===== config.mk =====
export PLATFORM = sky130hd
export DESIGN_NAME = two_spin_combination_basis_enumerator_top
export DESIGN_NICKNAME = d
export VERILOG_FILES = /design/src/rtl/tsbe_pkg.sv /design/src/rtl/tsbe_regs.sv /design/src/rtl/tsbe_ctrl.sv /design/src/rtl/tsbe_dp.sv /design/src/rtl/two_spin_combination_basis_enumerator_top.sv
export SDC_FILE = /design/constraint.sdc
export NUM_CORES = 1
export LEC_CHECK = 0
export ABC_AREA = 1
export BUFFER_PORTS_ARGS = -buffer_cell sky130_fd_sc_hd__buf_2
export CELL_PAD_IN_SITES_DETAIL_PLACEMENT = 2
export CELL_PAD_IN_SITES_GLOBAL_PLACEMENT = 2
export CORE_ASPECT_RATIO = 0.7
export CORE_MARGIN = 3
export CORE_UTILIZATION = 34
export CTS_BUF_LIST = sky130_fd_sc_hd__clkbuf_2
export DETAILED_ROUTE_END_ITERATION = 12
export PLACE_DENSITY_LB_ADDON = 0.05
export REMOVE_ABC_BUFFERS = 1
export SYNTH_ARGS = -nofsm -noshare
export SYNTH_HDL_FRONTEND = slang
export SYNTH_SLANG_ARGS = --single-unit

===== constraint.sdc =====
create_clock -name clk -period 5.5 [get_ports clk]
set_input_delay 1.1 -clock clk [delete_from_list [all_inputs] [get_ports clk]]
set_output_delay 1.1 -clock clk [all_outputs]
set_load 0.05 [all_outputs]

===== src/rtl/tsbe_pkg.sv =====
// Shared types, constants and tables for the two-spin basis enumerator.
// Used by the register block, the controller, the datapath and the top level.
// Depends on nothing.
`timescale 1ns / 1ps

package tsbe_pkg;

	// Field widths of the configuration registers and of the payload.
	localparam int CNT_W   = 5;
	localparam int WORD_W  = 32;
	localparam int MOM_W   = 4;
	localparam int IN_W    = 8;
	localparam int TDATA_W = 40;
	localparam int APB_AW  = 4;
	localparam int APB_DW  = 32;

	// Index sums reach at most 240 for two halves of sixteen sites.
	localparam int SUM_W     = 8;
	// Reciprocal arithmetic for the momentum remainder.
	localparam int REC_W     = 13;
	localparam int REC_SHIFT = 12;
	localparam int PROD_W    = SUM_W + REC_W;
	localparam int Q_W       = PROD_W - REC_SHIFT;
	localparam int QN_W      = Q_W + CNT_W;

	// Register reset values.
	localparam logic [CNT_W-1:0] RST_NUM_SITES  = CNT_W'(4);
	localparam logic [CNT_W-1:0] RST_COUNT_UP   = CNT_W'(2);
	localparam logic [CNT_W-1:0] RST_COUNT_DOWN = CNT_W'(2);

	// Register indexes, taken from paddr[3:2].
	typedef enum logic [1:0] {
		REG_NUM_SITES  = 2'd0,
		REG_COUNT_UP   = 2'd1,
		REG_COUNT_DOWN = 2'd2
	} reg_idx_t;

	typedef struct packed {
		logic [CNT_W-1:0] num_sites;
		logic [CNT_W-1:0] count_up;
		logic [CNT_W-1:0] count_down;
	} cfg_t;

	typedef enum logic [1:0] {
		ST_IDLE,
		ST_EVAL,
		ST_PACK,
		ST_OUT
	} ctrl_state_t;

	// Commands from the controller to the datapath.
	typedef struct packed {
		logic load;
		logic eval;
		logic pack;
		logic out_load;
	} dp_cmd_t;

	// Status from the datapath to the controller.
	typedef struct packed {
		logic out_free;
	} dp_stat_t;

	// floor(4096 / n) for n from 1 to 16; codes outside that range mean nothing.
	function automatic logic [REC_W-1:0] recip(input logic [CNT_W-1:0] n);
		logic [REC_W-1:0] r;
		case (n)
			5'd1:    r = REC_W'(4096);
			5'd2:    r = REC_W'(2048);
			5'd3:    r = REC_W'(1365);
			5'd4:    r = REC_W'(1024);
			5'd5:    r = REC_W'(819);
			5'd6:    r = REC_W'(682);
			5'd7:    r = REC_W'(585);
			5'd8:    r = REC_W'(512);
			5'd9:    r = REC_W'(455);
			5'd10:   r = REC_W'(409);
			5'd11:   r = REC_W'(372);
			5'd12:   r = REC_W'(341);
			5'd13:   r = REC_W'(315);
			5'd14:   r = REC_W'(292);
			5'd15:   r = REC_W'(273);
			5'd16:   r = REC_W'(256);
			default: r = '0;
		endcase
		return r;
	endfunction

endpackage


===== src/rtl/tsbe_regs.sv =====
// APB-style configuration registers: site count and the two particle counts.
// Flags every write to a known register so the datapath can end the run.
// Depends on tsbe_pkg.
`timescale 1ns / 1ps

module tsbe_regs (
	input  logic                         clk,
	input  logic                         arst_n,
	input  logic                         psel,
	input  logic                         penable,
	input  logic                         pwrite,
	input  logic [tsbe_pkg::APB_AW-1:0]  paddr,
	input  logic [tsbe_pkg::APB_DW-1:0]  pwdata,
	output logic [tsbe_pkg::APB_DW-1:0]  prdata,
	output logic                         pready,
	output tsbe_pkg::cfg_t               cfg,
	output logic                         cfg_wr
);
	import tsbe_pkg::*;

	cfg_t     cfg_q;
	reg_idx_t idx;
	logic     wr_en;
	logic     hit;

	assign idx    = reg_idx_t'(paddr[3:2]);
	assign wr_en  = psel & penable & pwrite;
	assign pready = 1'b1;
	assign cfg    = cfg_q;
	assign cfg_wr = wr_en & hit;

	// Address decode: the fourth slot holds no register.
	always_comb begin
		unique case (idx)
			REG_NUM_SITES:  hit = 1'b1;
			REG_COUNT_UP:   hit = 1'b1;
			REG_COUNT_DOWN: hit = 1'b1;
			default:        hit = 1'b0;
		endcase
	end

	// Register writes.
	always_ff @(posedge clk or negedge arst_n) begin
		if (!arst_n) begin
			cfg_q.num_sites  <= RST_NUM_SITES;
			cfg_q.count_up   <= RST_COUNT_UP;
			cfg_q.count_down <= RST_COUNT_DOWN;
		end else if (wr_en) begin
			unique case (idx)
				REG_NUM_SITES:  cfg_q.num_sites  <= pwdata[CNT_W-1:0];
				REG_COUNT_UP:   cfg_q.count_up   <= pwdata[CNT_W-1:0];
				REG_COUNT_DOWN: cfg_q.count_down <= pwdata[CNT_W-1:0];
				default: ;
			endcase
		end
	end

	// Read-back.
	always_comb begin
		unique case (idx)
			REG_NUM_SITES:  prdata = APB_DW'(cfg_q.num_sites);
			REG_COUNT_UP:   prdata = APB_DW'(cfg_q.count_up);
			REG_COUNT_DOWN: prdata = APB_DW'(cfg_q.count_down);
			default:        prdata = '0;
		endcase
	end

endmodule


===== src/rtl/tsbe_ctrl.sv =====
// Controller state machine: sequences one item through load, evaluate, pack
// and output. Depends on tsbe_pkg.
`timescale 1ns / 1ps

module tsbe_ctrl (
	input  logic                clk,
	input  logic                arst_n,
	input  logic                s_tvalid,
	output logic                s_tready,
	input  tsbe_pkg::dp_stat_t  stat,
	output tsbe_pkg::dp_cmd_t   cmd
);
	import tsbe_pkg::*;

	ctrl_state_t state_q;
	ctrl_state_t state_d;

	// Next state.
	always_comb begin
		state_d = state_q;
		unique case (state_q)
			ST_IDLE: begin
				if (s_tvalid) state_d = ST_EVAL;
			end
			ST_EVAL: state_d = ST_PACK;
			ST_PACK: state_d = ST_OUT;
			ST_OUT: begin
				if (stat.out_free) state_d = ST_IDLE;
			end
			default: state_d = ST_IDLE;
		endcase
	end

	// Commands to the datapath.
	always_comb begin
		s_tready     = 1'b0;
		cmd          = '0;
		unique case (state_q)
			ST_IDLE: begin
				s_tready = 1'b1;
				cmd.load = s_tvalid;
			end
			ST_EVAL: cmd.eval = 1'b1;
			ST_PACK: cmd.pack = 1'b1;
			ST_OUT:  cmd.out_load = stat.out_free;
			default: ;
		endcase
	end

	always_ff @(posedge clk or negedge arst_n) begin
		if (!arst_n) begin
			state_q <= ST_IDLE;
		end else begin
			state_q <= state_d;
		end
	end

endmodule


===== src/rtl/tsbe_dp.sv =====
// Datapath: spin patterns, next-pattern search and repack, index sums,
// momentum remainder and the output register. Depends on tsbe_pkg.
`timescale 1ns / 1ps

module tsbe_dp #(
	parameter int MAX_SITES = 16
) (
	input  logic                          clk,
	input  logic                          arst_n,
	input  tsbe_pkg::cfg_t                cfg,
	input  logic                          cfg_wr,
	input  logic                          restart,
	input  tsbe_pkg::dp_cmd_t             cmd,
	output tsbe_pkg::dp_stat_t            stat,
	input  logic                          m_tready,
	output logic                          m_tvalid,
	output logic [tsbe_pkg::TDATA_W-1:0]  m_tdata,   // [31:0] occupation_word, [35:32] momentum
	output logic                          m_tlast,   // is_last
	output logic                          m_tuser    // valid_res
);
	import tsbe_pkg::*;

	localparam int PW   = MAX_SITES;
	localparam int NG   = (PW + 3) / 4;
	localparam int PADW = NG * 4;
	localparam int PADO = TDATA_W - WORD_W - MOM_W;

	// Result of the search for the element that moves next.
	typedef struct packed {
		logic             has;
		logic [PW-1:0]    keep;
		logic [CNT_W-1:0] apos;
		logic [CNT_W-1:0] len;
	} find_t;

	// Fill every bit below the highest set bit.
	function automatic logic [PW-1:0] smear_down(input logic [PW-1:0] x);
		logic [PW-1:0] s;
		s = x;
		for (int k = 1; k < PW; k = k * 2) s = s | (s >> k);
		return s;
	endfunction

	// Position of the single set bit of a one-hot word.
	function automatic logic [CNT_W-1:0] pos_of(input logic [PW-1:0] oh);
		logic [CNT_W-1:0] p;
		p = '0;
		for (int b = 0; b < PW; b++) if (oh[b]) p = p | CNT_W'(b);
		return p;
	endfunction

	// The lowest k bits set.
	function automatic logic [PW-1:0] low_ones(input logic [CNT_W-1:0] k);
		logic [PW:0] w;
		w = ({{PW{1'b0}}, 1'b1} << k) - 1'b1;
		return w[PW-1:0];
	endfunction

	// Sum of the indices of set bits, in groups of four.
	function automatic logic [SUM_W-1:0] idx_sum(input logic [PW-1:0] p);
		logic [PADW-1:0]  pp;
		logic [SUM_W-1:0] pt;
		logic [SUM_W-1:0] s;
		pp = PADW'(p);
		s  = '0;
		for (int g = 0; g < NG; g++) begin
			pt = '0;
			for (int j = 0; j < 4; j++) if (pp[g*4+j]) pt = pt + SUM_W'(g * 4 + j);
			s = s + pt;
		end
		return s;
	endfunction

	// Highest zero below n marks the top block; the highest one beneath it moves.
	function automatic find_t find_next(input logic [PW-1:0] p, input logic [CNT_W-1:0] n);
		logic [PW-1:0] z;
		logic [PW-1:0] sz;
		logic [PW-1:0] cand;
		logic [PW-1:0] sa;
		find_t         f;
		z      = ~p & low_ones(n);
		sz     = smear_down(z);
		cand   = p & (sz >> 1);
		sa     = smear_down(cand);
		f.has  = |cand;
		f.keep = p & (sa >> 1);
		f.apos = pos_of(sa & ~(sa >> 1));
		f.len  = n - pos_of(sz & ~(sz >> 1));
		return f;
	endfunction

	// Rebuild: kept low part plus a block of ones just above the moved element.
	function automatic logic [PW-1:0] repack(input find_t f);
		logic [CNT_W-1:0] sh;
		sh = f.apos + 1'b1;
		return f.keep | (low_ones(f.len) << sh);
	endfunction

	// Pattern state.
	logic [PW-1:0] up_q, down_q;
	logic          fin_q;
	logic [PW-1:0] up_d, down_d;
	logic          fin_d, v_d;
	logic          bad;

	// Successors prepared after the previous item.
	logic [PW-1:0] next_up_q, next_down_q;
	logic          has_up_q, has_down_q;

	// Pipeline registers.
	logic              v_s1;
	find_t             fu_s2, fd_s2;
	logic [SUM_W-1:0]  sum_s2;
	logic              v_s2;
	logic [PROD_W-1:0] prod_s3;
	logic [SUM_W-1:0]  sum_s3;
	logic              last_s3, v_s3;

	// Output stage.
	logic [Q_W-1:0]    quo;
	logic [QN_W-1:0]   qn, diff;
	logic [CNT_W-1:0]  r0, rem;
	logic [WORD_W-1:0] word;
	logic              full_q;
	logic [TDATA_W-1:0] tdata_q;
	logic              tlast_q, tuser_q;

	assign bad = (cfg.num_sites == '0) || (cfg.num_sites > CNT_W'(MAX_SITES)) ||
		(cfg.count_up > cfg.num_sites) || (cfg.count_down > cfg.num_sites);

	// New pattern state for an accepted item.
	always_comb begin
		up_d   = up_q;
		down_d = down_q;
		fin_d  = fin_q;
		v_d    = 1'b0;
		if (restart) begin
			if (bad) begin
				fin_d = 1'b1;
			end else begin
				up_d   = low_ones(cfg.count_up);
				down_d = low_ones(cfg.count_down);
				fin_d  = 1'b0;
				v_d    = 1'b1;
			end
		end else if (!fin_q) begin
			if (has_down_q) begin
				down_d = next_down_q;
				v_d    = 1'b1;
			end else if (has_up_q) begin
				up_d   = next_up_q;
				down_d = low_ones(cfg.count_down);
				v_d    = 1'b1;
			end else begin
				fin_d = 1'b1;
			end
		end
	end

	// Pattern registers; a register write ends the current run.
	always_ff @(posedge clk or negedge arst_n) begin
		if (!arst_n) begin
			up_q   <= '0;
			down_q <= '0;
			fin_q  <= 1'b1;
		end else if (cmd.load) begin
			up_q   <= up_d;
			down_q <= down_d;
			fin_q  <= fin_d;
		end else if (cfg_wr) begin
			fin_q <= 1'b1;
		end
	end

	// Evaluate, pack and multiply stages.
	always_ff @(posedge clk) begin
		if (cmd.load) begin
			v_s1 <= v_d;
		end
		if (cmd.eval) begin
			fu_s2  <= find_next(up_q, cfg.num_sites);
			fd_s2  <= find_next(down_q, cfg.num_sites);
			sum_s2 <= idx_sum(up_q) + idx_sum(down_q);
			v_s2   <= v_s1;
		end
		if (cmd.pack) begin
			next_up_q   <= repack(fu_s2);
			next_down_q <= repack(fd_s2);
			has_up_q    <= fu_s2.has;
			has_down_q  <= fd_s2.has;
			prod_s3     <= PROD_W'(sum_s2) * PROD_W'(recip(cfg.num_sites));
			sum_s3      <= sum_s2;
			last_s3     <= !fu_s2.has && !fd_s2.has;
			v_s3        <= v_s2;
		end
	end

	// Remainder: the reciprocal quotient is exact or one short.
	always_comb begin
		quo  = prod_s3[PROD_W-1:REC_SHIFT];
		qn   = QN_W'(quo) * QN_W'(cfg.num_sites);
		diff = QN_W'(sum_s3) - qn;
		r0   = diff[CNT_W-1:0];
		rem  = (r0 >= cfg.num_sites) ? r0 - cfg.num_sites : r0;
		word = (WORD_W'(down_q) << cfg.num_sites) | WORD_W'(up_q);
	end

	// Output register payload.
	always_ff @(posedge clk) begin
		if (cmd.out_load) begin
			tdata_q <= v_s3 ? {{PADO{1'b0}}, rem[MOM_W-1:0], word} : '0;
			tlast_q <= v_s3 & last_s3;
			tuser_q <= v_s3;
		end
	end

	// Output register occupancy.
	always_ff @(posedge clk or negedge arst_n) begin
		if (!arst_n) begin
			full_q <= 1'b0;
		end else if (cmd.out_load) begin
			full_q <= 1'b1;
		end else if (m_tready) begin
			full_q <= 1'b0;
		end
	end

	assign stat.out_free = !full_q || m_tready;
	assign m_tvalid      = full_q;
	assign m_tdata       = tdata_q;
	assign m_tlast       = tlast_q;
	assign m_tuser       = tuser_q;

endmodule


===== src/rtl/two_spin_combination_basis_enumerator_top.sv =====
// Top level of the two-spin basis enumerator: registers, controller, datapath.
// Depends on tsbe_pkg, tsbe_regs, tsbe_ctrl and tsbe_dp.
//
// Use: set num_sites, count_up and count_down over the APB port (byte
// addresses 0, 4, 8) while no item is in flight. Send an item with restart
// set to get the first occupation word, then items with restart clear to
// step through the basis, the down half fastest. Each result carries the
// word and its momentum in m_tdata, the final-word flag in m_tlast and a
// valid flag in m_tuser; invalid results have all other fields zero.
// A result is shown from the output register. The controller walks each
// item through the pattern load, search, repack with the reciprocal multiply,
// and remainder with output load before it takes the next one; the next item
// is taken while the previous result still waits in the output register.
// When the receiver stalls, the result holds in the output register and the
// block stops after one further item until it is taken.
// Reset clears the registers to 4, 2, 2 and leaves no run open: an item
// without restart then gives an invalid result. Any write to one of the three registers does too.
`timescale 1ns / 1ps

module two_spin_combination_basis_enumerator_top #(
	parameter int MAX_SITES = 16
) (
	input  logic                          clk,
	input  logic                          arst_n,
	input  logic                          s_tvalid,
	output logic                          s_tready,
	input  logic [tsbe_pkg::IN_W-1:0]     s_tdata,   // [0] restart
	output logic                          m_tvalid,
	input  logic                          m_tready,
	output logic [tsbe_pkg::TDATA_W-1:0]  m_tdata,   // [31:0] occupation_word, [35:32] momentum
	output logic                          m_tlast,   // is_last
	output logic                          m_tuser,   // valid_res
	input  logic                          psel,
	input  logic                          penable,
	input  logic                          pwrite,
	input  logic [tsbe_pkg::APB_AW-1:0]   paddr,
	input  logic [tsbe_pkg::APB_DW-1:0]   pwdata,
	output logic [tsbe_pkg::APB_DW-1:0]   prdata,
	output logic                          pready
);
	import tsbe_pkg::*;

	cfg_t     cfg;
	logic     cfg_wr;
	dp_cmd_t  cmd;
	dp_stat_t stat;

	tsbe_regs u_regs (
		.clk     (clk),
		.arst_n  (arst_n),
		.psel    (psel),
		.penable (penable),
		.pwrite  (pwrite),
		.paddr   (paddr),
		.pwdata  (pwdata),
		.prdata  (prdata),
		.pready  (pready),
		.cfg     (cfg),
		.cfg_wr  (cfg_wr)
	);

	tsbe_ctrl u_ctrl (
		.clk      (clk),
		.arst_n   (arst_n),
		.s_tvalid (s_tvalid),
		.s_tready (s_tready),
		.stat     (stat),
		.cmd      (cmd)
	);

	tsbe_dp #(
		.MAX_SITES (MAX_SITES)
	) u_dp (
		.clk      (clk),
		.arst_n   (arst_n),
		.cfg      (cfg),
		.cfg_wr   (cfg_wr),
		.restart  (s_tdata[0]),
		.cmd      (cmd),
		.stat     (stat),
		.m_tready (m_tready),
		.m_tvalid (m_tvalid),
		.m_tdata  (m_tdata),
		.m_tlast  (m_tlast),
		.m_tuser  (m_tuser)
	);

	// A result never overwrites one that is still waiting.
	a_no_overwrite: assert property (@(posedge clk) disable iff (!arst_n)
		cmd.out_load |-> (!m_tvalid || m_tready))
		else $error("output register overwritten while stalled");

	// An accepted item keeps the input closed for the next cycle.
	a_one_in_flight: assert property (@(posedge clk) disable iff (!arst_n)
		(s_tvalid && s_tready) |=> !s_tready)
		else $error("second item accepted while one is in flight");

	// An invalid result carries no word, momentum or final flag.
	a_invalid_zero: assert property (@(posedge clk) disable iff (!arst_n)
		(m_tvalid && !m_tuser) |-> ((m_tdata == '0) && !m_tlast))
		else $error("invalid result with non-zero payload");

	// Momentum is a remainder modulo the site count.
	a_mom_range: assert property (@(posedge clk) disable iff (!arst_n)
		(m_tvalid && m_tuser) |->
			(CNT_W'(m_tdata[WORD_W +: MOM_W]) < cfg.num_sites))
		else $error("momentum not below site count");

endmodule

==> results.md <==
* CP Data Arrival Time at 5.95 ns
* CP max FO at 4
* Commonest cells post-synth: 542 x nand2_1, 367 x inv_1, 264 x nor2_1
* Worst Setup Path Type: reg2reg
* Initial DRC Count at 1201
* Top_reg_cell synth: edfxtp_1
* Placeable core area at 54200 um^2
* Post-Syn Area per Cell at 7.62 um^2
* Startpoint type of the worst setup path: flip-flop
* Fin crit period at 5.26 ns
* Slew @ Worst Pin at 0.992 ns
* Ys async rst share at 0.264
* Final Net Count at 2829
* Top-area cell type share of the netlist area at 0.227
* Maxcap violations at 0
* Largest cells by area after synthesis: edfxtp_1 23%, nand2_1 11%, fa_1 11%, ha_1 7.8%, inv_1 7.3%
* Cts bufs inserted at 17
* Avg WL per Cell at 22.4 um
* Reg2reg end: u_dp.sum_s2[7]$_DFFE_PN_
* GPL Wtd Cong at 0.895
* Detailed placer's ending HPWL at 61.4 mm
* Initial antenna violation count at 8
* CP endpoint kind: flip-flop
* Final antenna-violating net count at 0
* Die height at 203 um
* H-tree Lvls at 4
* Min-delay worst type: in2async
* Num ports at 128
* Fraction of layout cells with a size suffix above 1 at 0.115
* Most common cell in the netlist: nand2_1
* Post-Route WL at 74.2 mm
* Overall Global Routing Usage at 0.257
* Synth warn at 0
* Drt via density at 5.25
* Filler cell count at 6392
* DR vias at 17.4k
* CTS tree: yes
* Seq/Total Area, Yosys at 0.295
* Die width at 287 um
* Max-slew violations at 0
* Critical Path End: u_dp.sum_s2[7]$_DFFE_PN_
* EDFF count, synth at 142
* Root Driver: clkbuf_2
* Post-Syn Area at 18800 um^2
* Port bufs at 59
* Number of global-route vias before repair at 18.4k
* Largest net degree at the start of global routing at 58
* CTS clk-pin slew, worst paths at 0.39 ns
* Die ar. at 58300 um^2
* Place WS at 0.0479 ns
* Crit path required time at 6.19 ns
* Fin crit share at 0.957
* Reg2Reg Depth at 19
* Final worst slack at 0.237 ns
* Final setup vio count at 0
* Max clock buf depth at 2
* Worst Skew at 0.0579 ns
* Reg2reg start: u_dp.down_q[13]$_DFFE_PN0P_
* Min Hold Slack at 0.229 ns
* Reg2Reg Setup Slack at 0.24 ns
* DRC viols at 0
* GR Overflow Total at 0
* Starting density of the core at 0.347
* Outcome: finished clean
* Worst-Skew Late Latency at 0.95 ns
* Final hold vios at 0
* # rows at 71
* 1st-pass router iterations at 5
* Slew Limit Headroom at 0.331
* Crit. Startpoint: u_dp.down_q[13]$_DFFE_PN0P_
* First-pass GRT wire length at 114 mm
* Yosys cell types at 58
* Synthesized netlist cell count at 2469
* CTS Sinks at 193
* Synthesis-stage register bit count at 193
* Cell taking the most area after synthesis: edfxtp_1
* Area grow syn2layout at 9.70%
* F_max at 0.190 GHz
==> critical path, cell delays in order, from the launching register on <==
cell,delay (ns)
dfrtp_1,0.44
inv_1,0.07
ha_1,0.31
inv_1,0.07
ha_1,0.30
or2_2,0.32
or2_2,0.32
nand2_1,0.08
xor2_1,0.09
fa_1,0.55
inv_1,0.06
fa_1,0.50
fa_1,0.50
ha_1,0.32
ha_1,0.36
a21oi_1,0.18
nand2_1,0.11
a21o_1,0.19
a21oi_2,0.16
xnor2_2,0.11
==> cells by family after synthesis <==
logic type	synth area share
AO/OA/AOI/OAI	0.133
XOR/XNOR	0.0419
adder cells (fa/ha/maj)	0.183
buffers and inverters	0.105
flip-flops	0.295
multiplexers	0.00744
other	0.000399
AND/OR/NAND/NOR	0.234
==> stage by stage <==
step            util  cell area (um^2)  std cells  setup TNS [ns]
4_1_cts        0.379             20500       3303               0
3_3_place_gp   0.374             20300       3271               0
3_5_place_dp   0.374             20300       3271               0
2_1_floorplan      -             18400       2394          -0.178
6_report       0.381             20700       3308               0
5_1_grt        0.381             20600       3307         -0.0853
==> repair_timing <==
item,CTS,global route
pin swaps,0,0
gates cloned,0,0
setup endpoints to repair,2,6
buffers inserted,0,2
endpoints found under the hold margin,0,0
hold buffers,0,0
resized for setup,1,30
==> cell type report <==
class / count / area (um^2) / share of cell area
antenna: 3 / 7.51 / 0.000364
clock buffer: 17 / 85.1 / 0.00412
clock inverter: 15 / 179 / 0.00866
inverter: 377 / 1420 / 0.0685
multi-input combinational: 1824 / 11500 / 0.558
sequential: 193 / 5560 / 0.269
tap: 730 / 913 / 0.0442
timing repair buffer: 149 / 975 / 0.0472
==> metal layers <==
metal	track usage	vias up	wire [um]
met2	0.383	349	31400
met5	0	-	13
li1	-	8127	-
met4	0.0365	2	776
met3	0.0365	45	3950
met1	0.399	8858	38000
==> flip-flops by register name (all words and copies together), names as in the netlist, 2 cells and up <==
signal,count
u_dp.next_up_q,16
u_ctrl.state_q,2
u_dp.fu_s2,24
u_dp.down_q,16
u_dp.sum_s3,5
u_dp.m_tdata,36
u_dp.prod_s3,5
u_regs.cfg,15
u_dp.next_down_q,16
u_dp.fd_s2,24
u_dp.up_q,16
u_dp.sum_s2,8
==> worst min path at each step <==
stage / start / end / slack [ns] / cells after the start
floorplan: u_dp.v_s1$_DFFE_PP_ / u_dp.v_s2$_DFFE_PN_ / 0.40 / 0
global route: arst_n / u_dp.up_q[8]$_DFFE_PN0P_ / 0.20 / 2
detailed placement: u_dp.v_s1$_DFFE_PP_ / u_dp.v_s2$_DFFE_PN_ / 0.41 / 0
finish: arst_n / u_dp.up_q[8]$_DFFE_PN0P_ / 0.23 / 2
CTS: arst_n / u_dp.m_tvalid$_DFFE_PN0P_ / 0.16 / 2
global placement: u_dp.v_s2$_DFFE_PN_ / u_dp.v_s3$_DFFE_PP_ / 0.40 / 0
==> placed cells by master (no fill, tap or decap), drive strengths merged, types with 58 or more instances in the layout <==
| cell | netlist | layout |
|---|---|---|
| xor2 | 58 | 58 |
| buf | 49 | 149 |
| o21ai | 223 | 223 |
| a21oi | 91 | 91 |
| nor2 | 286 | 286 |
| edfxtp | 142 | 142 |
| fa | 99 | 99 |
| ha | 117 | 117 |
| nand3 | 120 | 120 |
| inv | 372 | 382 |
| nand2 | 566 | 566 |
Power is not shown: default switching activity piles up to over one toggle a cycle in this logic, so the estimate is an artifact.
